### src/rtl/core/spid_pkg.sv
// ----------------------------------------------------------------------------
// spid_pkg
// shared widths, constants, register indexes and controller/datapath types
// for the speed pid with brake
// ----------------------------------------------------------------------------
package spid_pkg;

	localparam int FRAC_BITS  = 16;
	localparam int ACC_WIDTH  = 48;

	localparam int GAIN_W     = 24;
	localparam int LIMIT_W    = 16;
	localparam int SPEED_W    = 31;
	localparam int ERR_W      = SPEED_W + 1;
	localparam int DIFF_W     = ERR_W + 1;
	localparam int DRIVE_W    = LIMIT_W + 1;
	localparam int TEN_W      = ERR_W + 4;

	localparam int CFG_IDX_W  = 3;
	localparam int CFG_DATA_W = GAIN_W;

	localparam int NUM_W      = LIMIT_W + 2 * FRAC_BITS;
	localparam int CMP_W      = (NUM_W > ACC_WIDTH) ? NUM_W : ACC_WIDTH;
	localparam int DIV_CNT_W  = $clog2(NUM_W + 1);

	localparam int CHUNK_W    = (ACC_WIDTH + 1) / 2;
	localparam int MAG_W      = 2 * CHUNK_W;
	localparam int PROD_W     = GAIN_W + CHUNK_W;
	localparam int SUM_W      = GAIN_W + MAG_W + 3;
	localparam int QUO_W      = SUM_W - 2 * FRAC_BITS;

	localparam int MUL_OPS    = 6;
	localparam int MUL_CNT_W  = $clog2(MUL_OPS + 1);

	localparam logic signed [TEN_W-1:0]     DEAD_BAND   = TEN_W'(3 << FRAC_BITS);
	localparam logic signed [ACC_WIDTH-1:0] ACC_POS_MAX = {1'b0, {(ACC_WIDTH-1){1'b1}}};
	localparam logic signed [ACC_WIDTH-1:0] ACC_NEG_MIN = {1'b1, {(ACC_WIDTH-1){1'b0}}};
	localparam logic [CMP_W-1:0]            ACC_MAX_CMP = CMP_W'(ACC_POS_MAX);

	localparam logic [LIMIT_W-1:0] INT_LIMIT_RST   = LIMIT_W'(5000);
	localparam logic [LIMIT_W-1:0] DRIVE_LIMIT_RST = LIMIT_W'(7200);

	typedef enum logic [CFG_IDX_W-1:0] {
		REG_GAIN_P      = 3'd0,
		REG_GAIN_I      = 3'd1,
		REG_GAIN_D      = 3'd2,
		REG_INT_LIMIT   = 3'd3,
		REG_DRIVE_LIMIT = 3'd4
	} reg_idx_t;

	typedef enum logic [1:0] {
		TERM_P = 2'd0,
		TERM_D = 2'd1,
		TERM_I = 2'd2
	} term_t;

	typedef struct packed {
		logic  ld_in;
		logic  cfg_we;
		logic  div_start;
		logic  calc_err;
		logic  band;
		logic  integ;
		logic  clamp;
		logic  mags;
		logic  mul_issue;
		term_t mul_term;
		logic  mul_hi;
		logic  mul_acc;
		logic  fin;
		logic  ld_out;
	} spid_cmd_t;

	typedef struct packed {
		logic div_busy;
	} spid_sts_t;

endpackage

### src/rtl/core/speed_pid_with_brake_top.sv
// ----------------------------------------------------------------------------
// speed_pid_with_brake_top
// positional speed pid in signed q15.16 with deadband, clamped integral
// and brake on zero target
// ----------------------------------------------------------------------------
// One sample is worked at a time: after the input transfer the sequencer
// steps through the error, deadband, integral, clamp, magnitude, multiply
// and finish states to a result in the output register, and the next
// sample can be taken in the cycle after the result is registered. The three
// gain products go through a single 24 x 24 multiplier as six partial
// products. A write to gain_i or integral_term_limit starts a restoring
// division for the integral bound, one quotient bit per cycle, during
// which no sample and no further config write is taken. A finished result
// waits in the output register while the next sample is accepted.
// ----------------------------------------------------------------------------
module speed_pid_with_brake_top import spid_pkg::*; (
	input  logic                      clk,
	input  logic                      arst_n,
	input  logic                      in_valid,
	output logic                      in_ready,
	input  logic signed [SPEED_W-1:0] target_speed,
	input  logic signed [SPEED_W-1:0] measured_speed,
	output logic                      out_valid,
	input  logic                      out_ready,
	output logic signed [DRIVE_W-1:0] drive,
	input  logic                      cfg_valid,
	output logic                      cfg_ready,
	input  logic [CFG_IDX_W-1:0]      cfg_index,
	input  logic [CFG_DATA_W-1:0]     cfg_data
);

	spid_cmd_t cmd;
	spid_sts_t sts;

	spid_ctrl u_ctrl (
		.clk       (clk),
		.arst_n    (arst_n),
		.in_valid  (in_valid),
		.in_ready  (in_ready),
		.cfg_valid (cfg_valid),
		.cfg_ready (cfg_ready),
		.cfg_index (cfg_index),
		.out_valid (out_valid),
		.out_ready (out_ready),
		.cmd       (cmd),
		.sts       (sts)
	);

	spid_dp u_dp (
		.clk            (clk),
		.arst_n         (arst_n),
		.cmd            (cmd),
		.sts            (sts),
		.cfg_index      (cfg_index),
		.cfg_data       (cfg_data),
		.target_speed   (target_speed),
		.measured_speed (measured_speed),
		.drive          (drive)
	);

endmodule

### src/rtl/core/spid_div.sv
// ----------------------------------------------------------------------------
// spid_div
// restoring divider, one quotient bit per cycle, for the integral bound
// ----------------------------------------------------------------------------
module spid_div import spid_pkg::*; (
	input  logic              clk,
	input  logic              arst_n,
	input  logic              start,
	input  logic [NUM_W-1:0]  dividend,
	input  logic [GAIN_W-1:0] divisor,
	output logic              busy,
	output logic [NUM_W-1:0]  quotient
);

	logic [DIV_CNT_W-1:0] cnt_q;
	logic [NUM_W-1:0]     work_q;
	logic [GAIN_W-1:0]    rem_q;
	logic [GAIN_W:0]      trial;
	logic [GAIN_W:0]      diff;
	logic                 take;

	assign trial = {rem_q, work_q[NUM_W-1]};
	assign diff  = trial - {1'b0, divisor};
	assign take  = (trial >= {1'b0, divisor});

	always_ff @(posedge clk or negedge arst_n) begin
		if (!arst_n) begin
			cnt_q <= '0;
		end else if (start) begin
			cnt_q <= DIV_CNT_W'(NUM_W);
		end else if (cnt_q != '0) begin
			cnt_q <= cnt_q - 1'b1;
		end
	end

	always_ff @(posedge clk) begin
		if (start) begin
			work_q <= dividend;
			rem_q  <= '0;
		end else if (cnt_q != '0) begin
			work_q <= {work_q[NUM_W-2:0], take};
			rem_q  <= take ? diff[GAIN_W-1:0] : trial[GAIN_W-1:0];
		end
	end

	assign busy     = (cnt_q != '0);
	assign quotient = work_q;

endmodule

### src/rtl/core/spid_dp.sv
// ----------------------------------------------------------------------------
// spid_dp
// pid datapath: config registers, error and integral state, shared
// multiplier with accumulator, output shaping and result register
// ----------------------------------------------------------------------------
module spid_dp import spid_pkg::*; (
	input  logic                      clk,
	input  logic                      arst_n,
	input  spid_cmd_t                 cmd,
	output spid_sts_t                 sts,
	input  logic [CFG_IDX_W-1:0]      cfg_index,
	input  logic [CFG_DATA_W-1:0]     cfg_data,
	input  logic signed [SPEED_W-1:0] target_speed,
	input  logic signed [SPEED_W-1:0] measured_speed,
	output logic signed [DRIVE_W-1:0] drive
);

	logic [GAIN_W-1:0]  gain_p_q;
	logic [GAIN_W-1:0]  gain_i_q;
	logic [GAIN_W-1:0]  gain_d_q;
	logic [LIMIT_W-1:0] int_limit_q;
	logic [LIMIT_W-1:0] drive_limit_q;

	logic signed [SPEED_W-1:0]   tgt_q;
	logic signed [SPEED_W-1:0]   meas_q;
	logic                        tgt_zero_q;
	logic                        tgt_neg_q;
	logic signed [ERR_W-1:0]     err_q;
	logic signed [ERR_W-1:0]     prev_err_q;
	logic signed [DIFF_W-1:0]    diff_q;
	logic signed [ACC_WIDTH-1:0] isum_q;

	logic [MAG_W-1:0] mag_p_q;
	logic [MAG_W-1:0] mag_d_q;
	logic [MAG_W-1:0] mag_i_q;
	logic             neg_p_q;
	logic             neg_d_q;
	logic             neg_i_q;

	logic [PROD_W-1:0]       prod_s1;
	logic                    prod_hi_s1;
	logic                    prod_neg_s1;
	logic signed [SUM_W-1:0] sum_q;
	logic [SUM_W-1:0]        fin_mag_q;
	logic                    fin_neg_q;
	logic signed [DRIVE_W-1:0] drive_q;

	logic                        div_busy;
	logic [NUM_W-1:0]            quotient;
	logic                        clamp_en;
	logic signed [ACC_WIDTH-1:0] lim_pos;
	logic signed [ACC_WIDTH-1:0] lim_neg;

	logic signed [TEN_W-1:0]     ten_err;
	logic                        in_band;
	logic signed [ACC_WIDTH:0]   isum_ext;
	logic signed [ACC_WIDTH-1:0] isum_sat;
	logic signed [ERR_W-1:0]     err_neg;
	logic signed [DIFF_W-1:0]    diff_neg;
	logic signed [ACC_WIDTH-1:0] isum_neg;
	logic [ERR_W-1:0]            err_abs;
	logic [DIFF_W-1:0]           diff_abs;
	logic [ACC_WIDTH-1:0]        isum_abs;

	logic [GAIN_W-1:0]       mul_gain;
	logic [MAG_W-1:0]        mul_mag;
	logic                    mul_neg;
	logic [CHUNK_W-1:0]      mul_chunk;
	logic signed [SUM_W-1:0] acc_term;

	logic [QUO_W-1:0]          quo;
	logic [LIMIT_W-1:0]        quo_lim;
	logic signed [DRIVE_W-1:0] res;

	spid_div u_div (
		.clk      (clk),
		.arst_n   (arst_n),
		.start    (cmd.div_start),
		.dividend ({int_limit_q, {(2 * FRAC_BITS){1'b0}}}),
		.divisor  (gain_i_q),
		.busy     (div_busy),
		.quotient (quotient)
	);

	assign clamp_en     = (gain_i_q != '0) && (CMP_W'(quotient) <= ACC_MAX_CMP);
	assign lim_pos      = ACC_WIDTH'(quotient);
	assign lim_neg      = -lim_pos;
	assign sts.div_busy = div_busy;

	// deadband on ten times the error
	assign ten_err = (TEN_W'(err_q) << 3) + (TEN_W'(err_q) << 1);
	assign in_band = (ten_err < DEAD_BAND) && (ten_err > -DEAD_BAND);

	// saturating integral update
	assign isum_ext = {isum_q[ACC_WIDTH-1], isum_q} + (ACC_WIDTH + 1)'(err_q);
	always_comb begin
		if (isum_ext[ACC_WIDTH] != isum_ext[ACC_WIDTH-1]) begin
			isum_sat = isum_ext[ACC_WIDTH] ? ACC_NEG_MIN : ACC_POS_MAX;
		end else begin
			isum_sat = isum_ext[ACC_WIDTH-1:0];
		end
	end

	assign err_neg  = -err_q;
	assign diff_neg = -diff_q;
	assign isum_neg = -isum_q;
	assign err_abs  = err_q[ERR_W-1] ? err_neg : err_q;
	assign diff_abs = diff_q[DIFF_W-1] ? diff_neg : diff_q;
	assign isum_abs = isum_q[ACC_WIDTH-1] ? isum_neg : isum_q;

	always_comb begin
		case (cmd.mul_term)
			TERM_P: begin
				mul_gain = gain_p_q;
				mul_mag  = mag_p_q;
				mul_neg  = neg_p_q;
			end
			TERM_D: begin
				mul_gain = gain_d_q;
				mul_mag  = mag_d_q;
				mul_neg  = neg_d_q;
			end
			default: begin
				mul_gain = gain_i_q;
				mul_mag  = mag_i_q;
				mul_neg  = neg_i_q;
			end
		endcase
	end

	assign mul_chunk = cmd.mul_hi ? mul_mag[MAG_W-1:CHUNK_W] : mul_mag[CHUNK_W-1:0];
	assign acc_term  = prod_hi_s1 ? (SUM_W'(prod_s1) << CHUNK_W) : SUM_W'(prod_s1);

	// whole counts, limited by drive_limit and the sign of the target
	assign quo     = fin_mag_q[SUM_W-1:2*FRAC_BITS];
	assign quo_lim = (quo > QUO_W'(drive_limit_q)) ? drive_limit_q : quo[LIMIT_W-1:0];

	always_comb begin
		if (tgt_zero_q) begin
			res = '0;
		end else if (tgt_neg_q) begin
			res = fin_neg_q ? -DRIVE_W'(quo_lim) : '0;
		end else begin
			res = fin_neg_q ? '0 : DRIVE_W'(quo_lim);
		end
	end

	always_ff @(posedge clk or negedge arst_n) begin
		if (!arst_n) begin
			gain_p_q      <= '0;
			gain_i_q      <= '0;
			gain_d_q      <= '0;
			int_limit_q   <= INT_LIMIT_RST;
			drive_limit_q <= DRIVE_LIMIT_RST;
		end else if (cmd.cfg_we) begin
			case (cfg_index)
				REG_GAIN_P:      gain_p_q      <= cfg_data[GAIN_W-1:0];
				REG_GAIN_I:      gain_i_q      <= cfg_data[GAIN_W-1:0];
				REG_GAIN_D:      gain_d_q      <= cfg_data[GAIN_W-1:0];
				REG_INT_LIMIT:   int_limit_q   <= cfg_data[LIMIT_W-1:0];
				REG_DRIVE_LIMIT: drive_limit_q <= cfg_data[LIMIT_W-1:0];
				default: begin
				end
			endcase
		end
	end

	always_ff @(posedge clk or negedge arst_n) begin
		if (!arst_n) begin
			prev_err_q <= '0;
			isum_q     <= '0;
		end else if (cmd.integ) begin
			prev_err_q <= err_q;
			isum_q     <= isum_sat;
		end else if (cmd.clamp) begin
			if (tgt_zero_q) begin
				isum_q <= '0;
			end else if (clamp_en && (isum_q > lim_pos)) begin
				isum_q <= lim_pos;
			end else if (clamp_en && (isum_q < lim_neg)) begin
				isum_q <= lim_neg;
			end
		end
	end

	always_ff @(posedge clk) begin
		if (cmd.ld_in) begin
			tgt_q      <= target_speed;
			meas_q     <= measured_speed;
			tgt_zero_q <= (target_speed == '0);
			tgt_neg_q  <= target_speed[SPEED_W-1];
		end
		if (cmd.calc_err) begin
			err_q <= ERR_W'(tgt_q) - ERR_W'(meas_q);
		end
		if (cmd.band && in_band) begin
			err_q <= '0;
		end
		if (cmd.integ) begin
			diff_q <= DIFF_W'(err_q) - DIFF_W'(prev_err_q);
		end
		if (cmd.mags) begin
			mag_p_q <= MAG_W'(err_abs);
			mag_d_q <= MAG_W'(diff_abs);
			mag_i_q <= MAG_W'(isum_abs);
			neg_p_q <= err_q[ERR_W-1];
			neg_d_q <= diff_q[DIFF_W-1];
			neg_i_q <= isum_q[ACC_WIDTH-1];
			sum_q   <= '0;
		end
		if (cmd.mul_issue) begin
			prod_s1     <= mul_gain * mul_chunk;
			prod_hi_s1  <= cmd.mul_hi;
			prod_neg_s1 <= mul_neg;
		end
		if (cmd.mul_acc) begin
			sum_q <= prod_neg_s1 ? (sum_q - acc_term) : (sum_q + acc_term);
		end
		if (cmd.fin) begin
			fin_neg_q <= sum_q[SUM_W-1];
			fin_mag_q <= sum_q[SUM_W-1] ? SUM_W'(-sum_q) : SUM_W'(sum_q);
		end
		if (cmd.ld_out) begin
			drive_q <= res;
		end
	end

	assign drive = drive_q;

endmodule

### src/rtl/core/spid_ctrl.sv
// ----------------------------------------------------------------------------
// spid_ctrl
// sequencer for one sample at a time, config writes and the bound division
// ----------------------------------------------------------------------------
module spid_ctrl import spid_pkg::*; (
	input  logic                 clk,
	input  logic                 arst_n,
	input  logic                 in_valid,
	output logic                 in_ready,
	input  logic                 cfg_valid,
	output logic                 cfg_ready,
	input  logic [CFG_IDX_W-1:0] cfg_index,
	output logic                 out_valid,
	input  logic                 out_ready,
	output spid_cmd_t            cmd,
	input  spid_sts_t            sts
);

	typedef enum logic [3:0] {
		ST_IDLE,
		ST_DIV_GO,
		ST_DIV_WAIT,
		ST_ERR,
		ST_BAND,
		ST_INTEG,
		ST_CLAMP,
		ST_MAGS,
		ST_MUL,
		ST_FIN,
		ST_DONE
	} state_t;

	state_t               state_q;
	logic [MUL_CNT_W-1:0] mul_cnt_q;
	logic                 out_valid_q;
	logic                 in_xfer;
	logic                 cfg_xfer;
	logic                 div_reg;

	assign cfg_ready = (state_q == ST_IDLE);
	assign in_ready  = (state_q == ST_IDLE) && !cfg_valid;
	assign in_xfer   = in_valid && in_ready;
	assign cfg_xfer  = cfg_valid && cfg_ready;
	assign div_reg   = (cfg_index == REG_GAIN_I) || (cfg_index == REG_INT_LIMIT);

	always_comb begin
		cmd           = '0;
		cmd.ld_in     = in_xfer;
		cmd.cfg_we    = cfg_xfer;
		cmd.div_start = (state_q == ST_DIV_GO);
		cmd.calc_err  = (state_q == ST_ERR);
		cmd.band      = (state_q == ST_BAND);
		cmd.integ     = (state_q == ST_INTEG);
		cmd.clamp     = (state_q == ST_CLAMP);
		cmd.mags      = (state_q == ST_MAGS);
		cmd.mul_issue = (state_q == ST_MUL) && (mul_cnt_q < MUL_CNT_W'(MUL_OPS));
		cmd.mul_term  = term_t'(mul_cnt_q[MUL_CNT_W-1:1]);
		cmd.mul_hi    = mul_cnt_q[0];
		cmd.mul_acc   = (state_q == ST_MUL) && (mul_cnt_q != '0);
		cmd.fin       = (state_q == ST_FIN);
		cmd.ld_out    = (state_q == ST_DONE) && (!out_valid_q || out_ready);
	end

	always_ff @(posedge clk or negedge arst_n) begin
		if (!arst_n) begin
			state_q     <= ST_IDLE;
			mul_cnt_q   <= '0;
			out_valid_q <= 1'b0;
		end else begin
			if (cmd.ld_out) begin
				out_valid_q <= 1'b1;
			end else if (out_ready) begin
				out_valid_q <= 1'b0;
			end
			case (state_q)
				ST_IDLE: begin
					if (cfg_xfer && div_reg) begin
						state_q <= ST_DIV_GO;
					end else if (in_xfer) begin
						state_q <= ST_ERR;
					end
				end
				ST_DIV_GO: begin
					state_q <= ST_DIV_WAIT;
				end
				ST_DIV_WAIT: begin
					if (!sts.div_busy) begin
						state_q <= ST_IDLE;
					end
				end
				ST_ERR: begin
					state_q <= ST_BAND;
				end
				ST_BAND: begin
					state_q <= ST_INTEG;
				end
				ST_INTEG: begin
					state_q <= ST_CLAMP;
				end
				ST_CLAMP: begin
					state_q <= ST_MAGS;
				end
				ST_MAGS: begin
					mul_cnt_q <= '0;
					state_q   <= ST_MUL;
				end
				ST_MUL: begin
					if (mul_cnt_q == MUL_CNT_W'(MUL_OPS)) begin
						state_q <= ST_FIN;
					end else begin
						mul_cnt_q <= mul_cnt_q + 1'b1;
					end
				end
				ST_FIN: begin
					state_q <= ST_DONE;
				end
				ST_DONE: begin
					if (cmd.ld_out) begin
						state_q <= ST_IDLE;
					end
				end
				default: begin
					state_q <= ST_IDLE;
				end
			endcase
		end
	end

	assign out_valid = out_valid_q;

endmodule

### config.mk
export PLATFORM = sky130hd
export DESIGN_NAME = speed_pid_with_brake_top
export DESIGN_NICKNAME = d
export VERILOG_FILES = /design/src/rtl/core/spid_pkg.sv /design/src/rtl/core/speed_pid_with_brake_top.sv /design/src/rtl/core/spid_div.sv /design/src/rtl/core/spid_dp.sv /design/src/rtl/core/spid_ctrl.sv
export SDC_FILE = /design/constraint.sdc
export NUM_CORES = 2
export LEC_CHECK = 0
export ABC_AREA = 0
export BUFFER_PORTS_ARGS = -buffer_cell sky130_fd_sc_hd__buf_2
export CELL_PAD_IN_SITES_DETAIL_PLACEMENT = 1
export CELL_PAD_IN_SITES_GLOBAL_PLACEMENT = 1
export CORE_MARGIN = 1.5
export CORE_UTILIZATION = 40
export DETAILED_ROUTE_END_ITERATION = 16
export PLACE_DENSITY_LB_ADDON = 0.12
export SLEW_MARGIN = 5
export SYNTH_ARGS = -nofsm -noshare
export SYNTH_HDL_FRONTEND = slang
export SYNTH_SLANG_ARGS = --single-unit
export TNS_END_PERCENT = 20
### constraint.sdc
create_clock -name clk -period 13.4 [get_ports clk]
set_clock_uncertainty 0.15 [all_clocks]
set_input_delay 1.34 -clock clk [delete_from_list [all_inputs] [get_ports clk]]
set_output_delay 1.34 -clock clk [all_outputs]
set_load 0.005 [all_outputs]
Yosys cells after proc, flatten, opt, wreduce, memory -nomap -nowiden
Cells that the tools add are included.
- muxes and demuxes: 38
- reductions and logical operators: 37
- $add $sub $neg: 15
- equality and inequality tests: 22
- magnitude comparators: 8
- multiply operators: 1
- operators by type and width (operator ; count):
    48-bit 2-to-1 mux ; 9
    75-bit 2-to-1 mux ; 3
    48-bit negator ; 2
    48-bit one-hot mux with 2 select lines ; 1
    75-bit adder ; 1
    75-bit negator ; 1
    75-bit subtractor ; 1
    74-bit 2-to-1 mux ; 1
    72-bit 2-to-1 mux ; 1
    48-bit by 32-bit adder with 49-bit output ; 1
    48-bit greater-than comparator ; 1
    48-bit by 47-bit <= comparator with 1-bit output, second input constant ; 1
    48-bit less-than comparator ; 1
    24-bit by 24-bit multiplier with 48-bit output ; 1
    24-bit 2-to-1 mux ; 2
    24-bit one-hot mux with 2 select lines ; 1
    47-bit 2-to-1 mux ; 1
    4-bit one-hot mux with 11 select lines ; 1
    43-bit by 16-bit greater-than comparator with 1-bit output ; 1
    35-bit by 33-bit adder with 36-bit output ; 1
    36-bit by 19-bit greater-than comparator with 1-bit output, second input constant ; 1
    36-bit by 19-bit less-than comparator with 1-bit output, second input constant ; 1
    17-bit 2-to-1 mux ; 2
    33-bit negator ; 1
    43 further kinds ; 84
- bits of input ports: 94
- flip-flop bits (word level): 733
- output and inout bits: 20
- logic and storage cells: 158

Depth between registers and ports, before layout
- depth in word-level cells: 8
- depth in mapped cells: 34
- depth with buffers taken out: 32

Cells and area by module
From an unflattened synthesis, not the netlist that was laid out.
- cells, all modules: 7401
- area total of the unflattened synthesis: 67736.2 sq um
- modules (own cells, without submodules) (module ; cells each ; seq. area each (sq um) ; instances ; area each (sq um)):
    spid_dp ; 6860 ; 17207.8 ; 1 ; 62424.9
    spid_div ; 471 ; 2072.0 ; 1 ; 4720.8
    spid_ctrl ; 70 ; 200.2 ; 1 ; 590.6

Least setup slack after synthesis
OpenSTA, ideal clock, no wires.
- path kind: flip-flop to flip-flop
- from: reg u_ctrl.mul_cnt_q[1]
- to: reg u_dp.prod_s1[46], data pin
- library setup time: 0.265 ns
- arrival: 8.506 ns
- stages on the path, launching flop included: 30
- buffers on the path: 4
- clock period less this slack: 8.921 ns
- required time: 12.985 ns
- setup slack: 4.479 ns
- path through: dfrtp_1 -> clkbuf_1 -> clkbuf_1 -> clkbuf_1 -> a211oi_1 -> o31ai_1 -> clkbuf_1 -> nand2_1 -> fa_1 -> fa_1 -> inv_1 -> fa_1 -> fa_1 -> fa_1 -> fa_1 -> inv_1 -> fa_1 -> inv_1 -> ha_1 -> and3_1 -> a221o_1 -> a31oi_1 -> o22ai_1 -> a211oi_1 -> a21o_1 -> a31oi_1 -> a41oi_1 -> o2bb2ai_1 -> o21ai_0 -> xor2_1
- cells in the longest elaborated chain, start to end: 4
- elaborated cells on any way between the ends: 6
- those cells by class: mul (1); eq/ne (1); mux (3); reduce/logical (1)
- ends and longest elaborated chain (what ; line ; RTL):
    start: declaration ; spid_ctrl.sv:34 ; logic [MUL_CNT_W-1:0] mul_cnt_q;
    start signal: assignment ; spid_ctrl.sv:111 ; mul_cnt_q <= mul_cnt_q + 1'b1;
    2-bit by 1-bit == test with 1-bit output / 2-bit zero test (equally long branches) ; spid_dp.sv:112 ; case (cmd.mul_term)
    48-bit one-hot mux with 2 select lines ; spid_dp.sv:112 ;
    24-bit 2-to-1 mux ; spid_dp.sv:131 ; assign mul_chunk = cmd.mul_hi ? mul_mag[MAG_W-1:CHUNK_W] : mul_mag[CHUNK_W-1:0];
    24-bit by 24-bit multiplier with 48-bit output (*) ; spid_dp.sv:212 ; prod_s1 <= mul_gain * mul_chunk;
    end signal: assignment ; spid_dp.sv:212 ;
    end: declaration ; spid_dp.sv:40 ; logic [PROD_W-1:0] prod_s1;
Every way passes the cells marked *; elsewhere a longest branch is shown, timed or not.
A chain may end at the register's enable or synchronous reset.

Final worst setup path
- from: reg u_ctrl.mul_cnt_q[1]
- to: reg u_dp.prod_s1[47], data pin
The elaborated chain is that of the path after synthesis.

==> key figures <==
Timing
  – Final setup margin: 2.79 ns
  – FMAX: 94.3 MHz
  – Min Clock Period, post-route: 10.61 ns
  – Fin crit share: 0.792
  – Slew Limit Fails: 0
  – Worst-Margin Slew: 1.19 ns
  – Fin Hold WS: 0.308 ns
  – Final hold vios: 0
  – RSZ-0062 raised after global routing: false
  – Setup total negative slack: 0 ns
  – Final setup viols: 0
  – Slew HR: 0.200

Final layout
  – Nets: 8,774
  – Layout fillers: 19,700
  – Layout cells sized above 1: 0.0781
  – Area grow syn2layout: 9.28%

Drt
  – Vias: 56,600
  – Post-route ant nets: 0
  – TritonRoute pass-1 iters: 5
  – Final WL: 240 mm
  – DR DRC count: 0
  – Vias per cell: 5.68
  – Routed len/inst: 24.1 um
  – 1st-iter DRT viols: 3,513

Floorplan
  – DIE AREA: 0.173 mm2
  – Core area: 0.169 mm2
  – I/O pins: 114
  – Die height: 416 um
  – Die Wd: 416 um
  – Initial core utilization: 0.403
  – Placement row count: 151

Setup path
  – Reg2reg end: u_dp.prod_s1[47]$_DFFE_PP_
  – Crit-path max FO: 54
  – Crit path arrival time: 10.90 ns
  – Worst Setup End Kind: flop
  – Critical path type: reg2reg
  – R2R depth: 31
  – Required @ worst endpoint: 13.69 ns
  – Reg-to-reg slack, setup: 2.79 ns
  – Crit-path slowest cell: a21oi_4
  – Crit path launch type: flop
  – Crit-path max cell delay: 0.87 ns
  – Worst r2r src: u_ctrl.mul_cnt_q[1]$_DFFE_PN0P_

Run
  – Max-Cap Viols: 0

Worst hold path
  – Hold path depth: 2
  – Hold Crit Class: reg2reg
  – Hold Path End: u_dp.u_div.rem_q[23]$_SDFFE_PP0N_
  – Hold Startpoint: u_dp.u_div.rem_q[23]$_SDFFE_PP0N_

Clocking
  – Post-CTS Resized: 0
  – Clk slew on worst S/H paths: 0.06 ns
  – Clk buf depth: 3
  – # clock sinks: 700
  – # hold bufs at CTS: 0
  – Skew-Pair Late Insertion Delay: 0.76 ns
  – Num CTS Buffers: 88
  – CTS tree: done
  – Total setup buffers inserted after CTS: 0
  – Htree depth: 3
  – CTS Root Cell: clkbuf_16

Logic synthesis
  – Mapped cell area: 0.0681 mm2
  – Post-synth EDFFs: 414
  – Post-synth cell types: 88
  – Register area share after synthesis: 0.281
  – Post-Synthesis Cells: 7,660
  – Most frequent cell after synthesis: nand2_1
  – Ys flop type: edfxtp_1
  – Syn_area_per_cell: 8.90 um2
  – Top cells by area, synth: edfxtp_1, fa_1, ha_1
  – Syn. warnings: 0
  – Mapped Nets: 8,777
  – Register bit total from synthesis: 700
  – Share of the synthesized area in the top cell type: 0.182
  – Leading cell types by count after synthesis: nand2_1, inv_1, nor2_1
  – Asr flop ratio synth: 0.283
  – Cell taking the most area after synthesis: edfxtp_1

Place
  – Pre-CTS worst setup slack: 2.84 ns
  – Port bufs: 113
  – Post-DP HPWL: 188 mm
  – Final RePlAce weighted congestion: 0.928

Run status
  – Status: finished, final reports clean

GRT
  – Gr usage total: 0.277
  – Number of global-route vias before repair: 60,100
  – Initial antenna violation count: 8
  – First-pass GRT wire length: 369 mm
  – Global route overflow: 0
  – Largest net degree at the start of global routing: 102
-- layer usage --
layer | track usage | vias up | routed length [um]
li1 | - | 26400 | -
met1 | 0.342 | 28600 | 100000
met2 | 0.487 | 1166 | 118000
met3 | 0.0275 | 418 | 8770
met4 | 0.127 | 0 | 12600
met5 | 0 | - | 0
-- through the flow --
step / util / area (um2) / std cells
2_1_floorplan: - / 68100 / 7660
3_3_place_gp: 0.422 / 71400 / 9785
3_5_place_dp: 0.422 / 71400 / 9785
4_1_cts: 0.440 / 74500 / 9950
5_1_grt: 0.440 / 74500 / 9954
6_report: 0.440 / 74500 / 9955
-- worst max-delay path, delay by kind of cell (launching register included) --
kind,cells,cell delay [ns]
AOI/OAI and AO/OA,8,3.37
muxes,1,0.26
DFF,1,0.70
and+or+nand+nor,5,0.66
xor gates and xnor gates,1,0.17
buffers and inverters,8,1.08
adders and majority gates,8,3.83
-- layout by cell type, fill, tap and decap left out, types with 71 or more instances in the layout --
cell type and n:
mux2_2 121, o31ai_1 86, ha_1 535, edfxtp_1 414
nor2_1 804, dfrtp_1 186, xnor2_1 390, nor2b_1 71
clkbuf_16 91, inv_1 808, buf_2 112, o21a_1 72
a21oi_1 449, nand2_1 859, fa_1 488, a21o_1 120
nand3_1 122, buf_4 115, mux2i_1 91, nor3_1 117
xor2_1 121, dfxtp_1 87, nand2b_1 83, o21ai_0 327
-- worst max-delay path by stage --
stage / start / endpoint / slack (ns) / depth (start not counted)
after global placement: u_ctrl.mul_cnt_q[1]$_DFFE_PN0P_ / u_dp.prod_s1[45]$_DFFE_PP_ / 3.06 / 30
after detailed placement: u_ctrl.mul_cnt_q[1]$_DFFE_PN0P_ / u_dp.prod_s1[47]$_DFFE_PP_ / 2.84 / 31
after CTS: u_ctrl.mul_cnt_q[1]$_DFFE_PN0P_ / u_dp.prod_s1[47]$_DFFE_PP_ / 2.78 / 31
after floorplan: u_ctrl.mul_cnt_q[1]$_DFFE_PN0P_ / u_dp.prod_s1[46]$_DFFE_PP_ / 4.48 / 29
after global routing: u_ctrl.mul_cnt_q[1]$_DFFE_PN0P_ / u_dp.prod_s1[47]$_DFFE_PP_ / 2.17 / 31
final: u_ctrl.mul_cnt_q[1]$_DFFE_PN0P_ / u_dp.prod_s1[47]$_DFFE_PP_ / 2.79 / 31
-- cell families (layout without fill, tap and decap cells) --
group,Yosys count,after routing,share of synthesized area
simple gates,2490,2490,0.167
fa+ha+maj,1023,1023,0.242
buf+inv,1134,1206,0.0625
other cells,0,5,0
mux,216,216,0.0345
compound gates,1586,1586,0.148
flops,700,700,0.281
xor+xnor,511,511,0.0657
-- cell type report --
class                   count  area [um2]  area share
flip-flops and latches    700       19200       0.257
inverters                 813        3050      0.0410
well taps                2218        2780      0.0373
multi-input cells        5826       44900       0.604
clock inverters            63         704     0.00946
diodes                      5        12.5    0.000168
repair buffers            228        1440      0.0193
clock buffers             102        2370      0.0318
-- state kept, by name, indices dropped and copies added (netlist names), 17 cells and up --
name and cells:
u_dp.tgt_q 31, u_dp.isum_q 48, u_dp.prod_s1 48, u_dp.gain_d_q 24
u_dp.drive 17, u_dp.diff_q 33, u_dp.mag_i_q 48, u_dp.gain_i_q 24
u_dp.prev_err_q 32, u_dp.meas_q 31, u_dp.fin_mag_q 43, u_dp.u_div.quotient 48
u_dp.err_q 32, u_dp.mag_d_q 33, u_dp.sum_q 75, u_dp.u_div.rem_q 24
u_dp.mag_p_q 32, u_dp.gain_p_q 24
Power is left out: the tool's default activity adds up to more than one toggle a clock period on the data nets, which glitch-free logic cannot reach.
